## config.mk

```make
export PLATFORM = sky130hd
export DESIGN_NAME = pnf_pixel_ram
export DESIGN_NICKNAME = d
export VERILOG_FILES = /design/src/rtl/assert_macros.svh /design/src/rtl/pnf_pixel_ram.sv
export SDC_FILE = /design/constraint.sdc
export NUM_CORES = 1
export LEC_CHECK = 0
export BUFFER_PORTS_ARGS = -buffer_cell sky130_fd_sc_hd__buf_4
export CORE_ASPECT_RATIO = 1.1
export CORE_MARGIN = 3
export CORE_UTILIZATION = 40
export DETAILED_ROUTE_END_ITERATION = 6
export GPL_TIMING_DRIVEN = 0
export HOLD_SLACK_MARGIN = 0.06
export SYNTH_ARGS = -nofsm -noshare
export SYNTH_HDL_FRONTEND = slang
export SYNTH_SLANG_ARGS = --single-unit
```

## constraint.sdc

```tcl
create_clock -name clock -period 4.9 [get_ports clock]
set_clock_uncertainty 0.15 [all_clocks]
set_input_delay 0.98 -clock clock [delete_from_list [all_inputs] [get_ports clock]]
set_output_delay 0.98 -clock clock [all_outputs]
set_load 0.02 [all_outputs]
```

## src/rtl/assert_macros.svh

```systemverilog
// assertion macros shared by the rtl files
`ifndef ASSERT_MACROS_SVH
`define ASSERT_MACROS_SVH

// same-cycle implication, disabled during reset
`define PNF_ASSERT_IMP(label, clk, rst, ante, cons, msg) \
   label: assert property (@(posedge clk) disable iff (rst) (ante) |-> (cons)) \
      else $error(msg);

// next-cycle implication, disabled during reset
`define PNF_ASSERT_NEXT(label, clk, rst, ante, cons, msg) \
   label: assert property (@(posedge clk) disable iff (rst) (ante) |=> (cons)) \
      else $error(msg);

`endif

```

## src/rtl/pnf_pixel_ram.sv

```systemverilog
// single-port-write, single-port-read ram with registered read data
module pnf_pixel_ram #(
   parameter int DATA_W = 8,
   parameter int DEPTH  = 16,
   localparam int AW    = (DEPTH > 1) ? $clog2(DEPTH) : 1
) (
   input  logic              clock,
   input  logic              we,
   input  logic [AW-1:0]     waddr,
   input  logic [DATA_W-1:0] wdata,
   input  logic              re,
   input  logic [AW-1:0]     raddr,
   output logic [DATA_W-1:0] rdata
);

   logic [DATA_W-1:0] mem [DEPTH];
   logic [DATA_W-1:0] rdata_ff;

   // write port
   always_ff @(posedge clock) begin
      if (we) begin
         mem[waddr] <= wdata;
      end
   end

   // read port, data held until the next read
   always_ff @(posedge clock) begin
      if (re) begin
         rdata_ff <= mem[raddr];
      end
   end

   assign rdata = rdata_ff;

endmodule

```

==> qor.csv, run 1 <==
stage,metric,value,unit
status,status,"finished, final reports clean",
yosys,"Top FF cell, synth",edfxtp_1,
yosys,Commonest cells post-synth,"edfxtp_1, mux4_2, a22oi_1",
setup_path,crit path DAT,2360,ps
routing,post-route ant nets,0,
yosys,"area leader, netlist",edfxtp_1,
placement,Post-DP HPWL,6.582,mm
routing,drt initial violations,178,
setup_path,CP startpoint kind,primary input,
global_routing,Total Routing Usage GR,15.18,%
clock_network,H-tree levels,4,
sta,Worst slew margin,11.09,%
setup_path,Crit Path Category,primary input to flop,
sta,worst hold slack,613.8,ps
hold_path,Worst Hold Depth,3,
sta,RSZ-0062 raised after global routing,false,
cells_and_area,flip-flop and latch area,4084,um2
routing,vias per cell,5.463,
clock_network,CTS buffer count,17,
placement,Port Buffers,25,
setup_path,R2R Setup Slk,3110,ps
cells_and_area,footprint of the multi-input gates,1057,um2
floorplan,# IOs,27,
clock_network,Clock Sinks,136,
global_routing,initial antenna violation count,0,
setup_path,worst-path cell chain,"buf_4, nand3b_1, nor3_1",
cells_and_area,Layout area overhead,18.31,%
sta,post-route setup TNS,0,ps
yosys,post-synthesis instance area,5228,um2
yosys,main area contributors after synthesis,"edfxtp_1, mux4_2, mux4_1",
hold_path,Hold Path Origin,mem[14][2]$_DFFE_PP_,
routing,via count,2420,
floorplan,Die ar.,14480,um2
clock_network,clk buf depth,2,
yosys,Synth top area share,78.12,%
setup_path,critical path peak fanout,8,
sta,Max Transition Viols Final,0,
yosys,register bit total from synthesis,136,
yosys,Synth cell types,18,
global_routing,vias in the first global route,2503,
power,PwrDens,432.1,nW/um2
yosys,YS warnings,0,
setup_path,cell count of the worst reg-to-reg path,3,
setup_path,crit-path max cell delay,1030,ps
yosys,Post-Syn Nets,248,
sta,Final Cycle Share,50.90,%
sta,Final Hold Fails,0,
hold_path,Min-Delay Endpoint,rdata[2]$_DFFE_PP_,
clock_network,post-CTS resize count,0,
power,Tot Pwr,2.673,mW
setup_path,CP Buf/Inv Count,1,
cells_and_area,final net count,293,
setup_path,slowest CP cell,nor3_1,
floorplan,row count,43,
yosys,sequential share of the synthesized area,78.12,%
placement,Cells after DPL,411,
sta,Tmin final,2494,ps
routing,# DRC,0,
hold_path,worst min path class,flop to flop,
floorplan,die height,125.9,um
cells_and_area,non-filler instance count after layout,443,
cells_and_area,# diodes,0,
yosys,syn avg cell area,22.83,um2
sta,"Setup violations, final",0,
setup_path,Crit. End Element,flop,
floorplan,Die Wd,115,um
job,maxcap violations,0,
setup_path,worst r2r dst,rdata[3]$_DFFE_PP_,
setup_path,CP required,4770,ps
yosys,ys async rst share,0,%
routing,routed len/inst,23.16,um
floorplan,Core Region,12700,um2
sta,f_max,400.9,MHz
yosys,Post-synth EDFFs,136,
clock_network,clk_lat worst skew,410,ps
yosys,most frequent cell after synthesis,edfxtp_1,
power,peak supply drop,210.9,uV
setup_path,R2R Path Start,mem[2][3]$_DFFE_PP_,
global_routing,largest net degree at the start of global routing,17,
clock_network,hold-fix buffer count after cts,0,
routing,total length of routed wires,10.26,mm
cells_and_area,Fill cells,1048,
cells_and_area,layout cells sized above 1,27.97,%
sta,Worst-Margin Slew,1323,ps
clock_network,Post-CTS Setup Bufs,0,
floorplan,Initial Util,41.17,%
yosys,Cells after Synth,229,
placement,gpl congestion,0.7909,
clock_network,CTS Root Cell,clkbuf_16,
global_routing,first-pass GRT wire length,15.43,mm
routing,TritonRoute pass-1 iters,5,
clock_network,CTS tree,yes,
global_routing,grt ovf,0,
cells_and_area,"Core Util, Final",48.71,%
power,P_leak,2.056,nW
setup_path,critical path's top delay family,simple AND/OR/NAND/NOR gates,
clock_network,clock-pin slew on the worst setup and hold paths,60,ps
-- logic make-up (layout without fill, tap and decap cells) --
family / Yosys count / after routing / share of synthesized area, %
flops: 136 / 136 / 78.12
simple gates: 35 / 35 / 3.136
mux: 32 / 32 / 14.79
compound gates: 16 / 16 / 2.298
buf+inv: 10 / 67 / 1.651
-- layout by cell type, fill, tap and decap left out --
cell type,netlist,final
edfxtp_1,136,136
buf_4,1,26
mux4_2,18,18
clkbuf_16,0,17
a22oi_1,16,16
mux4_1,14,14
nor2_1,13,13
nand2_1,9,9
clkinv_1,0,5
nor3_1,4,4
clkinv_2,0,4
buf_6,3,3
buf_2,3,3
clkdlybuf4s25_2,3,3
bufinv_16,0,3
nand3b_1,2,2
nand2b_1,2,2
nor2b_1,1,1
and2_1,1,1
and2b_1,1,1
nand3_1,1,1
or3b_2,1,1
clkinvlp_4,0,1
clkbuf_1,0,1
clkbuf_4,0,1
-- sequential cells by signal, summed over array words and instances, names as in the netlist --
name / count
rdata: 8
mem: 128
-- worst reg2reg max path: stages, from the launching register on --
cell	delay, ps
edfxtp_1	360
mux4_1	550
a22oi_1	380
nand2_1	100
-- worst max path at each step --
| stage | from | to | cells past startpoint |
|---|---|---|---|
| after detailed placement | waddr[2] | mem[0][3]$_DFFE_PP_ | 3 |
| after global placement | waddr[2] | mem[0][3]$_DFFE_PP_ | 3 |
| after CTS | waddr[2] | mem[0][2]$_DFFE_PP_ | 3 |
| final | waddr[2] | mem[8][2]$_DFFE_PP_ | 3 |
| after global routing | waddr[2] | mem[8][2]$_DFFE_PP_ | 3 |
| after floorplan | waddr[2] | mem[0][0]$_DFFE_PP_ | 2 |
-- power breakdown --
part           internal, mW  switching [mW]  total, mW
combinational        0.0579          0.0796      0.138
sequential             1.31         0.00569       1.32
clock                 0.782           0.435       1.22
-- routing by layer --
metal / wire, um / global-route usage, %
met1: 4595 / 21.41
met5: 0 / 0
met2: 4954 / 22.10
met4: 181 / 6.077
met3: 529 / 4.757
-- area by class of cell --
type                    instances  area share (%)
flip-flops and latches        136           66.03
multi-input cells              83           17.09
clock buffers                  18           6.939
well taps                     157           3.176
repair buffers                 26           3.156
clock inverters                13           2.205
plain buffers                  10           1.396
-- metrics by stage --
stage	setup WS [ps]	instance area (um2)
floorplan	2277	5228
global placement	1668	5612
detailed placement	1659	5612
CTS	2089	6177
global route	2294	6185
finish	2406	6185
(Power assumes the default switching activity.)
==> inputs of run 2 (changes only) <==
==> constraint.sdc (replaced) <==
create_clock -name clock -period 2.2 [get_ports clock]
set_clock_uncertainty 0.15 [all_clocks]
set_input_delay 0.44 -clock clock [delete_from_list [all_inputs] [get_ports clock]]
set_output_delay 0.44 -clock clock [all_outputs]
set_load 0.02 [all_outputs]
==> qor.csv, run 2 (same netlist as run 1, synthesis figures left out) <==
stage,metric,value,unit
clock_network,CTS buffer count,17,
routing,total length of routed wires,10.25,mm
sta,RSZ-0062 raised after global routing,false,
placement,Port Buffers,25,
routing,routed len/inst,23.19,um
setup_path,crit-path max cell delay,1020,ps
floorplan,Core Region,12700,um2
cells_and_area,Layout area overhead,18.26,%
sta,Final Cycle Share,88.53,%
sta,worst setup margin,252.4,ps
sta,Max Transition Viols Final,0,
power,Tot Pwr,5.948,mW
setup_path,CP startpoint kind,primary input,
power,sequential power share,49.3,%
setup_path,worst-path cell chain,"buf_4, nand3b_1, nor3_1",
power,peak supply drop,470.9,uV
cells_and_area,"commonest non-fill, non-tap cell in the layout",edfxtp_1,
routing,via count,2412,
clock_network,CTS Root Cell,clkbuf_16,
sta,Tmin final,1948,ps
power,combinational group share of total power,5.2,%
sta,Worst-Margin Slew,1332,ps
floorplan,# IOs,27,
global_routing,first-pass GRT wire length,15.45,mm
sta,Worst slew margin,10.51,%
power,PwrDens,962.1,nW/um2
cells_and_area,most frequent cells in the layout,"edfxtp_1, buf_4, mux4_2, clkbuf_16, a22oi_1",
floorplan,Die ar.,14480,um2
setup_path,CP Buf/Inv Count,1,
floorplan,row count,43,
setup_path,crit path DAT,1810,ps
global_routing,initial antenna violation count,0,
power,switching part of the total power,19.41,%
routing,# DRC,0,
routing,drt initial violations,163,
placement,Placement Setup Slack,-501.4,ps
clock_network,clk_lat worst skew,410,ps
sta,"Setup violations, final",0,
placement,gpl congestion,0.7909,
power,clock power share,45.5,%
sta,f_max,513.4,MHz
job,maxcap violations,0,
global_routing,Total Routing Usage GR,15.20,%
setup_path,slowest CP cell,nor3_1,
sta,worst hold slack,167.1,ps
routing,TritonRoute pass-1 iters,5,
cells_and_area,max FFs per register,128,
setup_path,critical path's top delay family,simple AND/OR/NAND/NOR gates,
clock_network,Clock Sinks,136,
clock_network,CTS tree,yes,
global_routing,vias in the first global route,2508,
cells_and_area,Fill cells,1050,
power,Int Pwr,4.793,mW
placement,Placed Area,5612,um2
power,P_sw,1.155,mW
floorplan,die height,125.9,um
cells_and_area,# diodes,0,
setup_path,critical path peak fanout,8,
clock_network,clock-pin slew on the worst setup and hold paths,60,ps
hold_path,worst min path class,primary input to flop,
routing,post-route ant nets,0,
cells_and_area,layout cells sized above 1,28.07,%
placement,Post-DP HPWL,6.582,mm
floorplan,Die Wd,115,um
status,status,"finished, final reports clean",
setup_path,Crit. End Element,flop,
cells_and_area,design area,6182,um2
sta,Final Hold Fails,0,
clock_network,H-tree levels,4,
clock_network,clk buf depth,2,
cells_and_area,final net count,292,
cells_and_area,largest reg by FF count,mem,
routing,vias per cell,5.457,
sta,post-route setup TNS,0,ps
setup_path,CP required,2070,ps
power,P_leak,2.053,nW
setup_path,Crit Path Category,primary input to flop,
global_routing,grt ovf,0,
global_routing,largest net degree at the start of global routing,17,
floorplan,Initial Util,41.17,%
run 2: cell types whose count changed in the layout (fill, tap and decap cells not counted):
cell,delta
nor3_1,-1
clkbuf_4,-1
nor3_2,+1
run 2: cell type report:
cell class	count	area [um2]	area share (%)
Multi-Input combinational cell	83	1062	17.18
Tap cell	157	196.4	3.177
Buffer	10	86.33	1.396
Clock buffer	18	429.2	6.942
Timing Repair Buffer	25	187.7	3.036
Sequential cell	136	4084	66.06
Clock inverter	13	136.4	2.206
run 2: worst reg2reg max path: cells and delay by family, from the launching register on:
kind             cells  cell delay [ps]
multiplexers         1              550
AO/OA/AOI/OAI        1              370
flip-flops           1              360
AND/OR/NAND/NOR      1              100
run 2: what timing repair did:
| action | CTS | global route |
|---|---|---|
| gates resized for setup | 1 | 0 |
| buffers inserted | 0 | 0 |
| endpoints found under the setup margin | 8 | 0 |
| hold buffers | 0 | 0 |
run 2: power groups by stage:
stage | combinational, mW | clock [mW] | sequential [mW]
2_1_floorplan | 0.147 | 0 | 3.00
3_3_place_gp | 0.305 | 0 | 2.98
3_5_place_dp | 0.311 | 0 | 2.99
4_1_cts | 0.313 | 2.75 | 2.93
5_1_grt | 0.331 | 2.85 | 2.94
6_report | 0.307 | 2.71 | 2.93
run 2: worst paths after layout:
kind                                           start             endpoint  slack, ps  depth (start not counted)
worst max-delay path                        waddr[2]  mem[8][0]$_DFFE_PP_        250                          3
worst max register to register   mem[2][3]$_DFFE_PP_   rdata[3]$_DFFE_PP_        420                          3
worst min register to register  mem[14][2]$_DFFE_PP_   rdata[2]$_DFFE_PP_        620                          3
worst min-delay path                              re   rdata[3]$_DFFE_PP_        170                          1
run 2: per-stage QoR:
| stage | util (%) | cells |
|---|---|---|
| 4_1_cts | 48.69 | 442 |
| 3_5_place_dp | 44.20 | 411 |
| 2_1_floorplan | - | 229 |
| 5_1_grt | 48.69 | 442 |
| 3_3_place_gp | 44.20 | 411 |
| 6_report | 48.69 | 442 |
run 2: routing by layer:
| metal | vias to the layer above | wire (um) | GRT usage, % |
|---|---|---|---|
| met2 | 82 | 4971 | 22.14 |
| li1 | 1069 | - | - |
| met5 | - | 0 | 0 |
| met1 | 1249 | 4471 | 21.44 |
| met3 | 12 | 632 | 4.757 |
| met4 | 0 | 176 | 6.077 |
