File: config.mk
export PLATFORM = sky130hd
export DESIGN_NAME = pnf_palette
export DESIGN_NICKNAME = d
export VERILOG_FILES = /design/src/rtl/pnf_pkg.sv /design/src/rtl/pnf_palette.sv
export VERILOG_INCLUDE_DIRS = /design/src /design/src/rtl
export SDC_FILE = /design/constraint.sdc
export NUM_CORES = 1
export LEC_CHECK = 0
export BUFFER_PORTS_ARGS = -buffer_cell sky130_fd_sc_hd__buf_2
export CAP_MARGIN = 0
export CORE_MARGIN = 2
export CORE_UTILIZATION = 25
export CTS_CLUSTER_SIZE = 25
export DETAILED_ROUTE_END_ITERATION = 10
export GPL_TIMING_DRIVEN = 0
export HOLD_SLACK_MARGIN = 0.08
export RECOVER_POWER = 50
export SLEW_MARGIN = 0
export SYNTH_ARGS = -nofsm -noshare
export SYNTH_HDL_FRONTEND = slang
export SYNTH_SLANG_ARGS = --single-unit
File: constraint.sdc
create_clock -name clock -period 5.2 [get_ports clock]
set_clock_uncertainty 0.2 [all_clocks]
set_input_delay 1.56 -clock clock [delete_from_list [all_inputs] [get_ports clock]]
set_output_delay 1.56 -clock clock [all_outputs]
set_load 0.02 [all_outputs]
File: src/rtl/assert_macros.svh
// assertion macros shared by the rtl files
`ifndef ASSERT_MACROS_SVH
`define ASSERT_MACROS_SVH

// same-cycle implication, disabled during reset
`define PNF_ASSERT_IMP(label, clk, rst, ante, cons, msg) \
   label: assert property (@(posedge clk) disable iff (rst) (ante) |-> (cons)) \
      else $error(msg);

// next-cycle implication, disabled during reset
`define PNF_ASSERT_NEXT(label, clk, rst, ante, cons, msg) \
   label: assert property (@(posedge clk) disable iff (rst) (ante) |=> (cons)) \
      else $error(msg);

`endif

File: src/rtl/pnf_pkg.sv
// types, constants and helpers of the palettized nibble framebuffer
package pnf_pkg;

   // frame and palette geometry
   localparam int FRAME_WIDTH  = 256;
   localparam int FRAME_HEIGHT = 128;
   localparam int PALETTE_SIZE = 16;

   localparam int PAL_ENTRIES = 16;
   localparam int IDX_W       = 4;
   localparam int COLOR_W     = 32;
   localparam int COORD_W     = 12;

   localparam int ROW_BYTES   = (FRAME_WIDTH + 1) / 2;
   localparam int STORE_BYTES = ROW_BYTES * FRAME_HEIGHT;
   localparam int X_W         = (FRAME_WIDTH > 1) ? $clog2(FRAME_WIDTH) : 1;
   localparam int Y_W         = (FRAME_HEIGHT > 1) ? $clog2(FRAME_HEIGHT) : 1;
   localparam int ADDR_W      = (STORE_BYTES > 1) ? $clog2(STORE_BYTES) : 1;
   localparam int CNT_W       = $clog2(PALETTE_SIZE + 1);

   // opcodes
   localparam logic [1:0] OP_WRITE = 2'd0;
   localparam logic [1:0] OP_FILL  = 2'd1;
   localparam logic [1:0] OP_READ  = 2'd2;

   typedef struct packed {
      logic [1:0]                 opcode;
      logic signed [COORD_W-1:0]  pos_x;
      logic signed [COORD_W-1:0]  pos_y;
      logic [COORD_W-1:0]         rect_width;
      logic [COORD_W-1:0]         rect_height;
      logic [COLOR_W-1:0]         draw_color;
   } req_payload_type;

   typedef struct packed {
      logic [COLOR_W-1:0] pixel_color;
      logic [15:0]        pixel_rgb565;
      logic [IDX_W-1:0]   pixel_index;
      logic               read_outside;
      logic               palette_overflow;
   } rsp_payload_type;

   // control toward the palette
   typedef struct packed {
      logic               lookup;
      logic [COLOR_W-1:0] color;
      logic [IDX_W-1:0]   rd_index;
   } pal_req_type;

   // status back from the palette
   typedef struct packed {
      logic [IDX_W-1:0]   index;
      logic [COLOR_W-1:0] rd_color;
      logic               overflow;
   } pal_rsp_type;

   typedef enum logic [2:0] {
      ST_CLEAR,
      ST_IDLE,
      ST_EXEC,
      ST_FILL_RD,
      ST_FILL_WR
   } state_type;

   // color word to rgb565
   function automatic logic [15:0] to_rgb565(input logic [COLOR_W-1:0] c);
      return {c[23:19], c[15:10], c[7:3]};
   endfunction

endpackage

File: src/rtl/pnf_palette.sv
// on-demand palette: parallel color match, append, sticky overflow
`include "assert_macros.svh"

module pnf_palette (
   input  logic                clock,
   input  logic                reset,
   input  pnf_pkg::pal_req_type pal_req,
   output pnf_pkg::pal_rsp_type pal_rsp
);
   import pnf_pkg::*;

   logic [COLOR_W-1:0] colors_ff [PAL_ENTRIES];
   logic [CNT_W-1:0]   count_ff;
   logic [CNT_W-1:0]   count_in;
   logic               overflow_ff;
   logic               overflow_in;

   logic [PAL_ENTRIES-1:0] match;
   logic                   hit;
   logic [IDX_W-1:0]       hit_index;
   logic                   full;
   logic                   append;

   // compare against every held entry
   always_comb begin
      for (int i = 0; i < PAL_ENTRIES; i++) begin
         match[i] = (i < int'(count_ff)) && (colors_ff[i] == pal_req.color);
      end
   end

   // lowest matching entry wins
   always_comb begin
      hit_index = '0;
      for (int i = PAL_ENTRIES - 1; i >= 0; i--) begin
         if (match[i]) begin
            hit_index = IDX_W'(i);
         end
      end
   end

   assign hit    = |match;
   assign full   = (count_ff >= CNT_W'(PALETTE_SIZE));
   assign append = pal_req.lookup && !hit && !full;

   // index given for the looked-up color
   always_comb begin
      if (hit) begin
         pal_rsp.index = hit_index;
      end else if (full) begin
         pal_rsp.index = '0;
      end else begin
         pal_rsp.index = IDX_W'(count_ff);
      end
   end

   assign pal_rsp.rd_color = colors_ff[pal_req.rd_index];
   assign pal_rsp.overflow = overflow_ff;

   // count and sticky flag update
   always_comb begin
      count_in    = count_ff;
      overflow_in = overflow_ff;
      if (append) begin
         count_in = count_ff + CNT_W'(1);
      end
      if (pal_req.lookup && !hit && full) begin
         overflow_in = 1'b1;
      end
   end

   always_ff @(posedge clock) begin
      if (reset) begin
         count_ff    <= '0;
         overflow_ff <= 1'b0;
      end else begin
         count_ff    <= count_in;
         overflow_ff <= overflow_in;
      end
   end

   // entries read as zero until allocated
   always_ff @(posedge clock) begin
      if (reset) begin
         for (int i = 0; i < PAL_ENTRIES; i++) begin
            colors_ff[i] <= '0;
         end
      end else if (append) begin
         colors_ff[IDX_W'(count_ff)] <= pal_req.color;
      end
   end

   `PNF_ASSERT_IMP(a_count_bound, clock, reset, 1'b1, count_ff <= CNT_W'(PALETTE_SIZE), "palette count beyond size")
   `PNF_ASSERT_NEXT(a_overflow_sticky, clock, reset, overflow_ff, overflow_ff, "overflow flag cleared")
   `PNF_ASSERT_IMP(a_hit_held, clock, reset, hit, hit_index < IDX_W'(count_ff) || count_ff == CNT_W'(PAL_ENTRIES), "match on unallocated entry")

endmodule

==> results.py, run 1 <==
metrics = {
    "route": {
        "first_pass_iters": 7,
        "wl_per_cell_um": 32.9,
        "ant_nets": 0,
        "drt_iter0_drc": 2811,
        "dr_total_vias": 20849,
        "drc": 0,
        "wl_um": 135000,
        "drt-vias-per-instance": 5.07,
    },
    "sta": {
        "worst_slew_margin_rel": -0.186,
        "finalHoldViolCount": 0,
        "worstMarginPinSlew_ns": 1.76,
        "max_freq_ghz": 0.164,
        "fin_crit_ns": 6.08,
        "setup-tns-final_ns": -76.53,
        "rsz0062_at_grt": "true",
        "period_share": 1.17,
        "maxSlewViolCount": 6,
        "setup_ws_ns": -0.882,
        "finalSetupViolCount": 439,
    },
    "worst_hold_path": {
        "worstHoldStart": "overflow_ff",
        "holdCritPathClass": "reg2reg",
    },
    "die": {
        "io_pins": 76,
        "coreArea_um2": 121000,
        "design.die.area_um2": 125000,
        "die_w_um": 353,
        "rows": 128,
        "start_util": 0.251,
        "die_h_um": 353,
    },
    "final_layout": {
        "stdcell_count": 4115,
        "syn2layout_area_growth_pct": 22.3,
        "drive_gt1_frac": 0.278,
        "nets": 2479,
    },
    "place": {
        "dp_cells": 3925,
        "dpl.hpwl_um": 107000,
        "numPortBuffers": 40,
        "gp_congestion": 1.04,
    },
    "synthesis": {
        "synth_top_area_share": 0.505,
        "synthArstFlopShare": 0,
        "synth_area_leaders": "edfxtp_1 51%, mux4_2 12%, xor2_1 11%",
        "syn_inst": 2260,
        "synth_edf_count": 512,
        "yosys_warnings": 0,
        "ys_ff_latch": 518,
        "ys.flop_type": "edfxtp_1",
        "postSynthAreaPerCell_um2": 13.5,
        "syn_area_um2": 30400,
        "synth_cell_types": 51,
        "ys_seq_area_frac": 0.509,
        "synth.most_common_cell": "edfxtp_1",
        "synth_nets": 2303,
        "synth_top_area_cell": "edfxtp_1",
        "synth.top_cells.by_count": "512 x edfxtp_1, 497 x and2_1, 373 x xor2_1",
    },
    "grt": {
        "antenna_found_initial": 11,
        "grt_max_degree": 33,
        "grt_pass1_wl_um": 178000,
        "track_usage": 0.211,
        "grt_pass1_vias": 20065,
        "grt_overflow": 0,
    },
    "cts": {
        "cts_inserted_buffers": 59,
        "clk_pin_slew_ns": 0.06,
        "cts_buffer_depth": 3,
        "clockRootBuffer": "clkbuf_16",
        "clkLatencyLatePin_ns": 0.66,
        "htree_levels": 2,
        "cts_tree": "built",
        "cts.sinks": 518,
        "hold_buffers": 0,
    },
    "power_and_ir_drop": {
        "p_leak_uw": 0.0132,
        "power_density_nw_per_um2": 299,
        "clkPwrFrac": 0.404,
        "p_sw_uw": 3150,
        "ir_drop_mv": 0.265,
        "internal_power_uw": 7970,
        "switching_share": 0.283,
        "combPwrFrac": 0.156,
        "seq_power_share": 0.440,
    },
    "worst_setup_path": {
        "regToRegStartpoint": "count_ff[0]",
        "crit_path_end_kind": "output pin",
        "critical_path.max_stage_delay_ns": 0.48,
        "worstPathArrival_ns": 4.32,
        "crit_type": "in2out",
        "cp.required_ns": 3.44,
        "path_max_fanout": 10,
        "cp_slowest_cell": "xnor2_1",
        "crit_start": "pal_req[34]",
        "cp_cell_sequence": "buf_12 > buf_6 > xnor2_1 > nand4_1 > nor3_2 > and3_4 > nor4_4 > buf_4 > nand4_4 > clkbuf_1 > clkbuf_4 > o31a_1 > nand2_2 > buf_6",
        "cp-start-kind": "primary input",
        "path_common_cell": "buf_6",
    },
    "run": {
        "cap_violations": 1,
    },
    "run_status": {
        "status": "complete, but fails checks",
        "violations": "capacitance limit, slew limit, setup timing",
    },
}
## through the flow
step                      utilization  hold WS [ns]  area (µm²)  setup slack (ns)  power (µW)
final                           0.307         0.294       37200            -0.882       11100
after global placement          0.270         0.297       32800             -2.00        6480
after CTS                       0.305         0.303       37000            -0.748       11000
after floorplan                     -         0.242       30500           -0.0877        5740
after global routing            0.307         0.341       37200            -0.825       11300
after detailed placement        0.270         0.290       32800             -1.97        6480
## state kept, by name, indices dropped and copies added, names as in the netlist
register,count
colors_ff,512
count_ff,5
overflow_ff,1
## area by class of cell
| class | count | area [µm²] |
|---|---|---|
| diodes | 4 | 10.0 |
| multi-input cells | 1507 | 14900 |
| flip-flops and latches | 518 | 15500 |
| inverters | 10 | 37.5 |
| repair buffers | 115 | 893 |
| clock inverters | 40 | 449 |
| clock buffers | 71 | 1560 |
| well taps | 1625 | 2030 |
| plain buffers | 225 | 1860 |
| fillers | 12131 | 84000 |
## layer usage
metal,up-vias,part of all wire,GRT usage,routed length [µm]
li1,8453,-,-,-
met1,10824,0.41,0.292,55600
met2,1305,0.43,0.311,58200
met3,267,0.095,0.0396,12900
met4,0,0.064,0.117,8680
met5,-,0,0,0
## path summary, 6_finish.rpt
check,to,slack (ns),cells after the start
min reg2reg,overflow_ff,0.29,1
max reg2reg,colors_ff[12][11],-0.27,11
min,overflow_ff,0.29,1
max,pal_rsp[33],-0.88,14
## cell usage in the layout (no fill, tap or decap), drive strengths merged, types with 2 or more instances in the layout
cell type / count
edfxtp: 512
and2: 497
xor2: 373
buf: 228
clkbuf: 181
mux4: 160
xnor2: 136
nor4: 107
nand4: 46
nor3: 41
nand2: 27
nand3: 25
clkinv: 23
or2: 18
nor2: 14
inv: 12
bufinv: 10
a21oi: 9
o21ai: 7
dfxtp: 6
clkinvlp: 5
a211oi: 5
or3: 5
diode: 4
nand2b: 4
nor2b: 4
ha: 4
or4: 4
a2111oi: 3
o31ai: 3
bufbuf: 2
## power by group through the flow
| stage | Clock, µW | Sequential (µW) | Combinational, µW |
|---|---|---|---|
| after floorplan | 0 | 4910 | 827 |
| after global placement | 0 | 4960 | 1520 |
| after detailed placement | 0 | 4970 | 1520 |
| after CTS | 4480 | 4890 | 1670 |
| after global routing | 4610 | 4910 | 1750 |
| final | 4490 | 4890 | 1740 |
## worst max-delay path: cells and delay by family
family                    cells  cell delay, ns
and+or+nand+nor               6            1.16
AOI/OAI and AO/OA             1            0.12
xor gates and xnor gates      1            0.48
buffers and inverters         6            0.99
## cells by family (layout without fill, tap and decap cells)
logic type | after synthesis | in the layout | share of synthesized area
buffers and inverters | 235 | 461 | 0.0517
and+or+nand+nor | 795 | 795 | 0.164
muxes | 160 | 160 | 0.118
other | 0 | 4 | 0
xor gates and xnor gates | 509 | 509 | 0.146
adders and majority gates | 4 | 4 | 0.00164
DFF | 518 | 518 | 0.509
AOI/OAI and AO/OA | 39 | 39 | 0.00876
## what timing repair did
| action | CTS | global route |
|---|---|---|
| resized for setup | 331 | 76 |
| cloned | 3 | 0 |
| setup endpoints to repair | 526 | 175 |
| pin swaps | 56 | 38 |
| setup buffers | 53 | 19 |
No activity file was read; power rests on OpenSTA's default activity.
==> inputs of run 2 (changes only) <==
--- a/config.mk
+++ b/config.mk
@@ -8,12 +8,11 @@
 export LEC_CHECK = 0
 export BUFFER_PORTS_ARGS = -buffer_cell sky130_fd_sc_hd__buf_2
 export CAP_MARGIN = 0
-export CORE_MARGIN = 2
-export CORE_UTILIZATION = 25
+export CORE_MARGIN = 10
+export CORE_UTILIZATION = 35
 export CTS_CLUSTER_SIZE = 25
 export DETAILED_ROUTE_END_ITERATION = 10
 export GPL_TIMING_DRIVEN = 0
-export HOLD_SLACK_MARGIN = 0.08
 export RECOVER_POWER = 50
 export SLEW_MARGIN = 0
 export SYNTH_ARGS = -nofsm -noshare
==> results.py, run 2 (same netlist as run 1, synthesis figures left out) <==
metrics = {
    "route": {
        "dr_total_vias": 20773,
        "drc": 0,
        "drt-vias-per-instance": 5.69,
        "wl_um": 130000,
        "wl_per_cell_um": 35.4,
        "drt_iter0_drc": 2536,
        "ant_nets": 0,
        "first_pass_iters": 6,
    },
    "final_layout": {
        "mostFrequentLayoutCell": "edfxtp_1",
        "drive_gt1_frac": 0.276,
        "top_regs": "colors_ff: 512 flops, count_ff: 5 flops, overflow_ff: 1 flops",
        "largest_reg_flops": 512,
        "post-route-util": 0.421,
        "final_cell_mix": "512 x edfxtp_1, 362 x and2_1, 324 x xor2_1",
        "nets": 2493,
        "regMostFlops": "colors_ff",
        "syn2layout_area_growth_pct": 19.8,
    },
    "die": {
        "start_util": 0.352,
        "die_w_um": 315,
        "design.die.area_um2": 99100,
        "rows": 108,
        "io_pins": 76,
        "coreArea_um2": 86500,
        "die_h_um": 315,
    },
    "cts": {
        "clkLatencyLatePin_ns": 0.64,
        "clockRootBuffer": "clkbuf_16",
        "hold_buffers": 0,
        "cts_inserted_buffers": 58,
        "htree_levels": 2,
        "cts_buffer_depth": 3,
        "cts.sinks": 518,
        "cts_tree": "built",
        "clk_pin_slew_ns": 0.07,
    },
    "place": {
        "pre_cts_slack_ns": -1.84,
        "dpl.hpwl_um": 103000,
        "gp_congestion": 1.04,
        "numPortBuffers": 40,
    },
    "power_and_ir_drop": {
        "p_leak_uw": 0.0133,
        "power_density_nw_per_um2": 295,
        "ir_drop_mv": 0.271,
    },
    "sta": {
        "rsz0062_at_grt": "true",
        "worst_slew_margin_rel": 0.0805,
        "setup_ws_ns": -0.922,
        "fin_crit_ns": 6.12,
        "finalHoldViolCount": 0,
        "setup-tns-final_ns": -156.11,
        "finalSetupViolCount": 731,
        "worstMarginPinSlew_ns": 1.37,
        "max_freq_ghz": 0.163,
        "period_share": 1.18,
        "maxSlewViolCount": 0,
    },
    "grt": {
        "grt_max_degree": 33,
        "track_usage": 0.253,
        "grt_overflow": 0,
        "antenna_found_initial": 7,
        "grt_pass1_vias": 20176,
        "grt_pass1_wl_um": 171000,
    },
    "run_status": {
        "violations": "setup timing",
        "status": "complete, but fails checks",
    },
    "worst_setup_path": {
        "rrSetupSlack_ns": -0.63,
        "cp-start-kind": "primary input",
        "crit_path_end_kind": "output pin",
        "rr_worst_depth": 12,
        "regToRegStartpoint": "count_ff[0]",
        "cp.required_ns": 3.44,
        "path_max_fanout": 10,
        "worstPathArrival_ns": 4.36,
        "reg2reg_to": "colors_ff[10][20]",
        "crit_type": "in2out",
    },
    "worst_hold_path": {
        "worstHoldStart": "overflow_ff",
        "holdCritPathClass": "reg2reg",
        "min_to": "overflow_ff",
        "hold_depth": 1,
    },
    "run": {
        "cap_violations": 0,
    },
}
run 2: metrics by stage:
stage	power (µW)	instance area [µm²]	instances	hold slack [ns]
4_1_cts	10600	35700	3586	0.359
3_3_place_gp	6430	32200	3455	0.342
2_1_floorplan	5740	30500	2260	0.242
6_report	10800	36500	3654	0.369
5_1_grt	10900	36400	3651	0.399
3_5_place_dp	6430	32200	3455	0.345
run 2: per-layer routing:
layer | part of all wire | GRT usage | vias up
li1 | - | - | 8484
met1 | 0.39 | 0.335 | 10787
met2 | 0.46 | 0.399 | 1262
met3 | 0.096 | 0.0409 | 238
met4 | 0.059 | 0.127 | 2
met5 | 0.00010 | 0 | -
run 2: how the worst max path moves through the flow:
stage / slack, ns / start / endpoint
CTS: -0.77 / pal_req[30] / pal_rsp[34]
detailed placement: -1.84 / pal_req[14] / pal_rsp[34]
finish: -0.92 / pal_req[24] / pal_rsp[34]
global placement: -2.17 / pal_req[21] / colors_ff[12][19]
global route: -0.86 / pal_req[14] / pal_rsp[34]
floorplan: -0.09 / pal_req[16] / pal_rsp[34]
run 2: area by class of cell:
| cell class | count | area, µm² |
|---|---|---|
| well taps | 1155 | 1450 |
| clock buffers | 76 | 1540 |
| repair buffers | 130 | 1070 |
| fillers | 8057 | 50000 |
| plain buffers | 225 | 1950 |
| flip-flops and latches | 518 | 15500 |
| diodes | 3 | 7.51 |
| multi-input cells | 1507 | 14600 |
| inverters | 10 | 37.5 |
| clock inverters | 30 | 295 |
run 2: repair_timing:
action	4_1_cts	5_1_grt
gates resized for setup	290	100
endpoints found under the hold margin	0	0
buffers inserted	23	60
pin swaps	43	33
gates cloned	2	6
setup endpoints to repair	791	199
run 2: worst max-delay path, cell delays in order:
cell,delay (ns)
buf_4,0.15
buf_2,0.31
xor2_1,0.37
nor3_1,0.14
and4_1,0.30
nor4_1,0.72
a2111oi_4,0.18
o31ai_2,0.31
o31ai_4,0.15
buf_6,0.16
run 2: power by group:
part           switching, µW  total, µW  internal (µW)
clock                   1800       4170           2370
combinational           1090       1700            607
sequential               135       4880           4750
